[config.mk]
export PLATFORM = sky130hd
export DESIGN_NAME = cookie_timer_bank
export DESIGN_NICKNAME = d
export VERILOG_FILES = /design/src/ctb_pkg.sv /design/src/ctb_store.sv /design/src/ctb_ctrl.sv /design/src/cookie_timer_bank.sv
export SDC_FILE = /design/constraint.sdc
export NUM_CORES = 1
export LEC_CHECK = 0
export BUFFER_PORTS_ARGS = -buffer_cell sky130_fd_sc_hd__buf_2
export CAP_MARGIN = 20
export CORE_MARGIN = 2
export CORE_UTILIZATION = 55
export CTS_CLUSTER_SIZE = 10
export DETAILED_ROUTE_END_ITERATION = 7
export GPL_TIMING_DRIVEN = 0
export PLACE_DENSITY = 0.81
export SLEW_MARGIN = 20
export SYNTH_ARGS = -nofsm -noshare
export SYNTH_HDL_FRONTEND = slang
export SYNTH_HIERARCHICAL = 1
export SYNTH_SLANG_ARGS = --single-unit
export TNS_END_PERCENT = 30
[constraint.sdc]
create_clock -name clk -period 6.65 [get_ports clk]
set_input_delay 1.995 -clock clk [delete_from_list [all_inputs] [get_ports clk]]
set_output_delay 1.995 -clock clk [all_outputs]
set_load 0.05 [all_outputs]
[src/ctb_pkg.sv]
// ----------------------------------------------------------------------------
// ctb_pkg
// types, constants and helpers shared by the cookie timer bank
// ----------------------------------------------------------------------------
package ctb_pkg;

  localparam int TIMER_COUNT = 8;
  localparam int RES_LIMIT   = 8;
  localparam int IDX_W       = (TIMER_COUNT > 1) ? $clog2(TIMER_COUNT) : 1;
  localparam int NRES_W      = $clog2(RES_LIMIT + 1);

  localparam logic [1:0] REQ_TICK  = 2'd0;
  localparam logic [1:0] REQ_START = 2'd1;
  localparam logic [1:0] REQ_STOP  = 2'd2;
  localparam logic [1:0] REQ_CHECK = 2'd3;

  localparam logic KIND_TIMEOUT = 1'b0;
  localparam logic KIND_CHECK   = 1'b1;

  typedef struct packed {
    logic [1:0]  req_type;
    logic [7:0]  timer_index;
    logic [15:0] timeout_ticks;
    logic [15:0] check_cookie;
  } ctb_in_t;

  typedef struct packed {
    logic        result_kind;
    logic [7:0]  fired_index;
    logic [15:0] fired_cookie;
    logic        cookie_current;
    logic [15:0] remaining_ticks;
    logic        timer_done;
    logic        last_result;
  } ctb_out_t;

  typedef enum logic [1:0] {
    ST_IDLE,
    ST_EXEC,
    ST_SWEEP,
    ST_FLUSH
  } ctb_state_t;

  typedef enum logic [1:0] {
    OP_NONE,
    OP_DEC,
    OP_LOAD,
    OP_CLEAR
  } ctb_op_t;

  typedef struct packed {
    ctb_op_t          op;
    logic [IDX_W-1:0] addr;
    logic [15:0]      count;
    logic [15:0]      cookie;
  } ctb_cmd_t;

  function automatic ctb_out_t timeout_res(logic [7:0] idx, logic [15:0] cookie);
    ctb_out_t r;
    r                 = '0;
    r.result_kind     = KIND_TIMEOUT;
    r.fired_index     = idx;
    r.fired_cookie    = cookie;
    return r;
  endfunction

endpackage

[src/ctb_store.sv]
// ----------------------------------------------------------------------------
// ctb_store
// timer count and cookie storage with the shared decrementer
// ----------------------------------------------------------------------------
module ctb_store (
  input  logic              clk,
  input  logic              rst_n,
  input  ctb_pkg::ctb_cmd_t cmd,
  output logic [15:0]       rd_count,
  output logic [15:0]       rd_cookie
);

  logic [15:0] count_r  [ctb_pkg::TIMER_COUNT];
  logic [15:0] cookie_r [ctb_pkg::TIMER_COUNT];
  logic [15:0] dec;

  assign rd_count  = count_r[cmd.addr];
  assign rd_cookie = cookie_r[cmd.addr];
  assign dec       = rd_count - 16'd1;

  always_ff @(posedge clk) begin
    if (!rst_n) begin
      for (int i = 0; i < ctb_pkg::TIMER_COUNT; i++) begin
        count_r[i]  <= '0;
        cookie_r[i] <= '0;
      end
    end else begin
      unique case (cmd.op)
        ctb_pkg::OP_DEC: begin
          if (rd_count != 16'd0) begin
            count_r[cmd.addr] <= dec;
          end
        end
        ctb_pkg::OP_LOAD: begin
          count_r[cmd.addr]  <= cmd.count;
          cookie_r[cmd.addr] <= cmd.cookie;
        end
        ctb_pkg::OP_CLEAR: begin
          count_r[cmd.addr] <= '0;
        end
        default: begin
        end
      endcase
    end
  end

endmodule

[src/ctb_ctrl.sv]
// ----------------------------------------------------------------------------
// ctb_ctrl
// request sequencer: tick sweep, start/stop/check, result staging
// ----------------------------------------------------------------------------
module ctb_ctrl (
  input  logic               clk,
  input  logic               rst_n,
  input  logic               in_valid,
  output logic               in_stall,
  input  ctb_pkg::ctb_in_t   in_req,
  output logic               out_valid,
  input  logic               out_stall,
  output ctb_pkg::ctb_out_t  out_res,
  output ctb_pkg::ctb_cmd_t  cmd,
  input  logic [15:0]        rd_count,
  input  logic [15:0]        rd_cookie
);

  ctb_pkg::ctb_state_t            state_r, state_nxt;
  ctb_pkg::ctb_in_t               req_r, req_nxt;
  logic [ctb_pkg::IDX_W-1:0]      idx_r, idx_nxt;
  logic [15:0]                    gen_r, gen_nxt;
  logic [ctb_pkg::NRES_W-1:0]     nres_r, nres_nxt;
  logic                           pend_valid_r, pend_valid_nxt;
  ctb_pkg::ctb_out_t              pend_r, pend_nxt;
  logic                           out_valid_r, out_valid_nxt;
  ctb_pkg::ctb_out_t              out_r, out_nxt;

  logic                           accept;
  logic                           out_free;
  logic                           idx_ok;
  logic                           sweep_last;
  logic                           capture;
  logic                           step;
  logic                           push;
  ctb_pkg::ctb_out_t              push_res;
  logic [15:0]                    gen_inc;
  logic [ctb_pkg::IDX_W-1:0]      req_addr;

  assign in_stall   = (state_r != ctb_pkg::ST_IDLE);
  assign accept     = in_valid && !in_stall;
  assign out_valid  = out_valid_r;
  assign out_res    = out_r;
  assign out_free   = !out_valid_r || !out_stall;
  assign idx_ok     = req_r.timer_index < 8'(ctb_pkg::TIMER_COUNT);
  assign req_addr   = req_r.timer_index[ctb_pkg::IDX_W-1:0];
  assign sweep_last = (idx_r == ctb_pkg::IDX_W'(ctb_pkg::TIMER_COUNT - 1));
  assign capture    = (rd_count == 16'd1) && (nres_r < ctb_pkg::NRES_W'(ctb_pkg::RES_LIMIT));
  assign step       = !(capture && pend_valid_r && !out_free);
  assign gen_inc    = gen_r + 16'd1;

  // next state
  always_comb begin
    state_nxt = state_r;
    unique case (state_r)
      ctb_pkg::ST_IDLE: begin
        if (accept) begin
          state_nxt = ctb_pkg::ST_EXEC;
        end
      end
      ctb_pkg::ST_EXEC: begin
        state_nxt = (req_r.req_type == ctb_pkg::REQ_TICK) ? ctb_pkg::ST_SWEEP
                                                          : ctb_pkg::ST_FLUSH;
      end
      ctb_pkg::ST_SWEEP: begin
        if (step && sweep_last) begin
          state_nxt = ctb_pkg::ST_FLUSH;
        end
      end
      ctb_pkg::ST_FLUSH: begin
        if (!pend_valid_r || out_free) begin
          state_nxt = ctb_pkg::ST_IDLE;
        end
      end
      default: state_nxt = ctb_pkg::ST_IDLE;
    endcase
  end

  // datapath and outputs
  always_comb begin
    req_nxt        = req_r;
    idx_nxt        = idx_r;
    gen_nxt        = gen_r;
    nres_nxt       = nres_r;
    pend_valid_nxt = pend_valid_r;
    pend_nxt       = pend_r;
    push           = 1'b0;
    push_res       = pend_r;
    cmd            = '0;
    cmd.op         = ctb_pkg::OP_NONE;
    cmd.addr       = req_addr;

    unique case (state_r)
      ctb_pkg::ST_IDLE: begin
        if (accept) begin
          req_nxt = in_req;
        end
      end
      ctb_pkg::ST_EXEC: begin
        idx_nxt  = '0;
        nres_nxt = '0;
        unique case (req_r.req_type)
          ctb_pkg::REQ_START: begin
            if (idx_ok) begin
              gen_nxt    = gen_inc;
              cmd.op     = ctb_pkg::OP_LOAD;
              cmd.count  = req_r.timeout_ticks;
              cmd.cookie = gen_inc;
              if (req_r.timeout_ticks == 16'd0) begin
                pend_valid_nxt = 1'b1;
                pend_nxt       = ctb_pkg::timeout_res(req_r.timer_index, gen_inc);
              end
            end
          end
          ctb_pkg::REQ_STOP: begin
            if (idx_ok) begin
              cmd.op = ctb_pkg::OP_CLEAR;
            end
          end
          ctb_pkg::REQ_CHECK: begin
            pend_valid_nxt           = 1'b1;
            pend_nxt                 = '0;
            pend_nxt.result_kind     = ctb_pkg::KIND_CHECK;
            pend_nxt.fired_index     = req_r.timer_index;
            if (idx_ok) begin
              pend_nxt.fired_cookie    = rd_cookie;
              pend_nxt.cookie_current  = (rd_cookie == req_r.check_cookie);
              pend_nxt.remaining_ticks = rd_count;
              pend_nxt.timer_done      = (rd_count == 16'd0);
            end else begin
              pend_nxt.timer_done = 1'b1;
            end
          end
          default: begin
          end
        endcase
      end
      ctb_pkg::ST_SWEEP: begin
        cmd.addr = idx_r;
        if (step) begin
          cmd.op  = ctb_pkg::OP_DEC;
          idx_nxt = idx_r + 1'b1;
          if (capture) begin
            nres_nxt       = nres_r + 1'b1;
            pend_valid_nxt = 1'b1;
            pend_nxt       = ctb_pkg::timeout_res(8'(idx_r), rd_cookie);
            if (pend_valid_r) begin
              push     = 1'b1;
              push_res = pend_r;
            end
          end
        end
      end
      ctb_pkg::ST_FLUSH: begin
        if (pend_valid_r && out_free) begin
          push                 = 1'b1;
          push_res             = pend_r;
          push_res.last_result = 1'b1;
          pend_valid_nxt       = 1'b0;
        end
      end
      default: begin
      end
    endcase

    if (push) begin
      out_valid_nxt = 1'b1;
      out_nxt       = push_res;
    end else begin
      out_valid_nxt = out_valid_r && out_stall;
      out_nxt       = out_r;
    end
  end

  always_ff @(posedge clk) begin
    if (!rst_n) begin
      state_r      <= ctb_pkg::ST_IDLE;
      gen_r        <= '0;
      nres_r       <= '0;
      pend_valid_r <= 1'b0;
      out_valid_r  <= 1'b0;
    end else begin
      state_r      <= state_nxt;
      gen_r        <= gen_nxt;
      nres_r       <= nres_nxt;
      pend_valid_r <= pend_valid_nxt;
      out_valid_r  <= out_valid_nxt;
    end
  end

  always_ff @(posedge clk) begin
    req_r  <= req_nxt;
    idx_r  <= idx_nxt;
    pend_r <= pend_nxt;
    out_r  <= out_nxt;
  end

  a_push_free: assert property (@(posedge clk) disable iff (!rst_n)
    push |-> out_free)
    else $error("result pushed into a full output register");

  a_nres_limit: assert property (@(posedge clk) disable iff (!rst_n)
    nres_r <= ctb_pkg::NRES_W'(ctb_pkg::RES_LIMIT))
    else $error("timeout count past limit");

  a_idle_empty: assert property (@(posedge clk) disable iff (!rst_n)
    (state_r == ctb_pkg::ST_IDLE) |-> !pend_valid_r)
    else $error("staged result left behind at idle");

  a_accept_exec: assert property (@(posedge clk) disable iff (!rst_n)
    accept |=> (state_r == ctb_pkg::ST_EXEC))
    else $error("accepted request not executed");

endmodule

[src/cookie_timer_bank.sv]
// ----------------------------------------------------------------------------
// cookie_timer_bank
// bank of countdown timers tagged with generation cookies
// ----------------------------------------------------------------------------
// start, stop and check pass through the exec and flush states, then ready again
// a tick sweeps every timer through the shared decrementer, one timer
//   a cycle; stalls on the result side stretch the sweep and the final flush
// one request at a time; results are staged in a pending register first
// reset clears all counts, cookies and the cookie generator
module cookie_timer_bank (
  input  logic              clk,
  input  logic              rst_n,
  input  logic              in_valid,
  output logic              in_stall,
  input  ctb_pkg::ctb_in_t  in_req,
  output logic              out_valid,
  input  logic              out_stall,
  output ctb_pkg::ctb_out_t out_res
);

  ctb_pkg::ctb_cmd_t cmd;
  logic [15:0]       rd_count;
  logic [15:0]       rd_cookie;

  ctb_ctrl u_ctrl (
    .clk       (clk),
    .rst_n     (rst_n),
    .in_valid  (in_valid),
    .in_stall  (in_stall),
    .in_req    (in_req),
    .out_valid (out_valid),
    .out_stall (out_stall),
    .out_res   (out_res),
    .cmd       (cmd),
    .rd_count  (rd_count),
    .rd_cookie (rd_cookie)
  );

  ctb_store u_store (
    .clk       (clk),
    .rst_n     (rst_n),
    .cmd       (cmd),
    .rd_count  (rd_count),
    .rd_cookie (rd_cookie)
  );

endmodule
-- After elaboration in Yosys (flattened, before gate mapping)
Memories as Yosys holds them, arrays and structs flattened.
Index checks and enable logic that the tools add are counted.
- memories kept: 2
- bits of input ports: 46
- bits in writable memories: 256
- register bits: 157
- output and inout port bits: 46
- word-level logic and storage cells: 148
- memories (memory ; depth ; width ; read ports ; clocked after memory_dff ; wr ports ; line ; source):
    u_store.cookie_r ; 8 ; 16 ; 1 ; 0 ; 8 ; ctb_store.sv:14 ; logic [15:0] cookie_r [ctb_pkg::TIMER_COUNT];
    u_store.count_r ; 8 ; 16 ; 1 ; 0 ; 8 ; ctb_store.sv:13 ; logic [15:0] count_r [ctb_pkg::TIMER_COUNT];
- bitwise gates (word level): 2
- $lt $le $gt $ge: 2
- reductions and logical operators: 32
- $add $sub $neg: 4
- eq/ne operators: 21
- mux-type cells: 61
- operators with widths (operator ; count):
    $mux 44 ; 4
    $pmux 44 s2 ; 2
    $mux 32 ; 3
    $mux 16 ; 4
    $mux 33 ; 1
    $logic_not 16->1 ; 2
    $reduce_or 16->1 ; 2
    $mux 1 ; 28
    $add 16x1->16 const B ; 1
    $eq 16x1->1 const B ; 1
    $eq 16x16->1 ; 1
    $reduce_bool 16->1 ; 1
    $sub 16x1->16 const B ; 1
    $eq 2x2->1 const B ; 6
    $mux 3 ; 4
    $mux 2 ; 5
    $ne 2x1->1 const B ; 5
    $reduce_and 3->1 ; 3
    $lt 8x4->1 const B ; 1
    $mux 4 ; 2
    $pmux 2 s2 ; 2
    $pmux 2 s4 ; 1
    $pmux 4 s2 ; 1
    $logic_and 1x1->1 ; 7
    20 further kinds ; 34

-- Longest topological paths before layout
An unclocked memory read counts as a cell.
- word-level depth: 17
- mapped depth: 23
- mapped depth without buffers: 17

-- Hierarchy
The synthesis kept the hierarchy.
- modules (own cells, without submodules) (module ; times used ; cells each ; area an instance (um^2)):
    ctb_store ; 1 ; 908 ; 11805.1
    ctb_ctrl ; 1 ; 470 ; 6389.9

-- Least setup slack after synthesis
Ideal clock, no wire load.
- kind: register -> register
- start point: register u_ctrl.state_r[0]
- end point: register u_ctrl/pend_r[10] (netlist name), enable pin
- clock period less this slack: 6.262 ns
- buffers on the path: 6
- slack: 0.388 ns
- arrival: 5.804 ns
- library setup time: 0.458 ns
- cell stages (with the launch flop): 18
- cell sequence: dfxtp_1 > inv_1 > ha_1 > clkbuf_1 > mux2_2 > buf_4 > buf_6 > buf_6 > buf_2 > clkbuf_1 > and3_1 > o21ai_0 > and2_1 > inv_1 > nor4_2 > nand4_2 > or4_4 > a21oi_1
- RTL lines (what ; line ; source):
    from (decl) ; ctb_ctrl.sv:19 ; ctb_pkg::ctb_state_t state_r, state_nxt;
    from (signal assigned) ; ctb_ctrl.sv:177 ; state_r <= ctb_pkg::ST_IDLE;
    from (signal assigned) ; ctb_ctrl.sv:183 ; state_r <= state_nxt;
    to (signal assigned) ; ctb_ctrl.sv:194 ; pend_r <= pend_nxt;
    to (decl) ; ctb_ctrl.sv:25 ; ctb_pkg::ctb_out_t pend_r, pend_nxt;

==> results by group <==
Status
  • Status: finished clean

Detailed routing
  • Vias: 13217
  • Drt initial violations: 1947
  • Post-DR wirelength/cell: between 20 and 30 µm
  • DRC violations left: 0
  • Final ANT Viol Nets: 0
  • Vias per inst: around 6.7
  • DRT Wirelength: 51300 µm
  • TritonRoute pass-1 iters: 7

Synthesis
  • Post-synthesis compound-gate area fraction: 0.0723
  • Avg Inst Size Synth: 13.2 µm²
  • Synthesis-stage register bit count: 412
  • Post-synth top cells: edfxtp_1 (388), nor2_1 (177), and3_1 (156)
  • Netlist cell types: 78
  • Synth area leaders: edfxtp_1 (64%), and3_1 (5.4%), nor2_1 (3.7%), dfxtp_1 (2.6%), nand2_1 (1.7%)
  • Cell taking the most area after synthesis: edfxtp_1
  • Cells after Synth: 1378
  • Primary FF master, synth: edfxtp_1
  • Synth Area in Adders: 0.00963
  • Post-Synth Simple-Gate Area: 0.167
  • Sequential element share of the synthesized area: 0.667
  • Post-synthesis mux area share: 0.0369
  • Top-count cell post-synth: edfxtp_1
  • Largest family of logic cells by synthesized area: simple AND/OR/NAND/NOR gates
  • Synth Cell Area: 18200 µm²
  • Post-synth ARST share: 0
  • Syn Nets: 1438
  • Yosys top cell area share: 0.640
  • Post-synthesis xor/xnor area fraction: 0.0212
  • Synth warnings: 6
  • Post-synth EDFFs: 388

Cells and area
  • Fill count: 2334
  • Sequential cell area: 12100 µm²
  • Finished Cell Area: 20700 µm²
  • Layout net count: about 1600
  • Ant diodes: 0
  • Multi-input logic area: 5710 µm²
  • Area Overhead vs Synth: 13.9%
  • Share of layout cells above drive strength 1: 0.176

Die
  • DIE AREA: 34600 µm²
  • # IOs: 92
  • Horiz. Die Dim: 186 µm
  • Core area: 32500 µm²
  • Initial Util: 0.559
  • Rows: 66
  • Die Y: around 190 µm

Place
  • DP Area: 19300 µm²
  • HPWL Detailed: between 30000 and 40000 µm
  • IO buf count: between 90 and 100
  • GPL Wtd Cong: around 0.93

Clock tree
  • Clock latency at the later pin of the worst-skew pair: 0.56 ns
  • Deepest clock path buffer count: 3
  • H-tree depth: 2
  • Total CTS buffers: between 40 and 50
  • Root Buffer: clkbuf_16
  • Worst-path clk slew: 0.05 ns
  • CTS tree: done
  • CTS sink cnt: between 400 and 500
  • # hold bufs at CTS: 0

Setup path
  • CP peak stage delay: 0.48 ns
  • Critical path required time: 6.86 ns
  • Slowest CP cell: a21boi_0
  • CP arrival: approximately 6.7 ns
  • Crit Path Category: flip-flop to flip-flop
  • Worst-path maximum fanout: 16
  • Worst setup SP type: flip-flop
  • Worst R2R Path Depth: 22
  • Most used cell, CP: buf_2
  • Crit-path cells: inv_1 -> ha_1 -> clkbuf_2 -> mux2_2 -> buf_4 -> buf_2 -> buf_2 -> buf_2 -> buf_2 -> mux2i_1 -> o22a_1 -> o21ai_1 -> nor3_1 -> nand4_2 -> nor2_1 -> a21o_1 -> a21boi_0 -> o21a_1 -> buf_1 -> nand3_2 -> buf_2 -> nand2_4
  • Critical Path End Type: flip-flop

STA
  • Worst-Margin Slew: roughly 1.2 ns
  • Setup TNS: 0 ns
  • RSZ-0062 raised after global routing: false
  • Max_slew headroom: 0.219
  • Fin Hold WS: 0.416 ns
  • Skew final: 0.0224 ns
  • # setup viols final: 0
  • Pins Over Slew Limit: 0
  • Tcrit/Tclk final: 0.975
  • Fmax: around 150 MHz
  • Fin crit period: 6.49 ns
  • Final hold viol count: 0

Global route
  • Vias in the first global route: 13060
  • First-pass GRT wire length: 75700 µm
  • Gr ovfl total: 0
  • Largest net degree at the start of global routing: 26
  • Overall Global Routing Usage: 0.298
  • Initial antenna violation count: 0

Power
  • P per Cell Area: ~390 nW/µm²
  • Pwr Total: 8.11 mW
  • Max VDD drop: about 0.23 mV
  • Lkg Pwr: 7.85 nW

Min path
  • Hold path depth: 0
  • HP Class: flip-flop to flip-flop

Job
  • Max-Cap Viols: 0
-- registers in the layout (all words and copies together), names as in the netlist, 4 cells and up --
name,flops
u_ctrl/pend_r,43
u_store/cookie_r,128
u_ctrl/req_r,39
u_ctrl/nres_r,4
u_ctrl/gen_r,16
u_store/count_r,128
u_ctrl/out_res,44
-- layer usage --
layer | up-vias | global-route usage | routed length [µm]
li1 | 5480 | - | -
met1 | 6348 | 0.381 | 17700
met2 | 1159 | 0.471 | 23700
met3 | 230 | 0.0783 | 7170
met4 | 0 | 0.151 | 2750
met5 | - | 0 | 0
-- area by class of cell --
type | instances | area share
flip-flops and latches | 412 | 0.585
multi-input cells | 852 | 0.276
plain buffers | 92 | 0.0197
clock buffers | 60 | 0.0606
clock inverters | 3 | 0.00139
well taps | 442 | 0.0267
inverters | 22 | 0.00398
repair buffers | 97 | 0.0267
-- path summary, 6_finish.rpt --
kind,start,endpoint,slack (ns)
max reg2reg,u_ctrl/state_r[0],u_store/count_r[5][4],0.16
min,u_ctrl/pend_r[7],u_ctrl/out_res[7],0.42
max,u_ctrl/state_r[0],u_store/count_r[5][4],0.16
min reg2reg,u_ctrl/pend_r[7],u_ctrl/out_res[7],0.42
-- repair_timing --
| action | CTS | global route |
|---|---|---|
| endpoints found under the setup margin | 256 | 317 |
| buffers inserted | 1 | 2 |
| gates resized for setup | 27 | 9 |
| pin swaps | 0 | 1 |
-- kinds of logic after synthesis --
family          count (synthesis)
buf+inv                       114
compound gates                174
mux                            51
fa+ha+maj                      14
xor+xnor                       44
simple gates                  569
flops                         412
-- worst max-delay path: cells and delay by family (launching register included) --
family                   cells  cell delay (ns)
adder cells (fa/ha/maj)      1             0.29
flip-flops                   1             0.36
AO/OA/AOI/OAI                5             1.35
AND/OR/NAND/NOR              5             1.06
multiplexers                 2             0.44
buffers and inverters        9             2.62
-- power breakdown --
part	internal, mW	total, mW	switching [mW]	leakage [nW]
clock	1.30	2.25	0.941	0.625
sequential	3.17	3.27	0.0975	4.07
combinational	0.754	2.60	1.84	3.16
total	5.23	8.11	2.88	7.85
-- metrics by stage --
stage / setup slack, ns / cells / utilization
global placement: -1.56 / 1911 / 0.590
CTS: 0.0193 / 1978 / 0.635
global route: 0.00136 / 1980 / 0.637
floorplan: 0.388 / 1378 / -
finish: 0.164 / 1980 / 0.637
detailed placement: -0.675 / 1914 / 0.593
-- cells in the final DEF, fill, tap and decap left out, drive strengths merged, types with 24 or more instances in the layout --
cell type  count
edfxtp       388
nor2         177
and3         157
buf          126
clkbuf       123
nand2         81
o21ai         37
nand3         37
a22oi         36
xnor2         28
and2          26
mux2          25
dfxtp         24
Power figures use the tool's default switching activity.
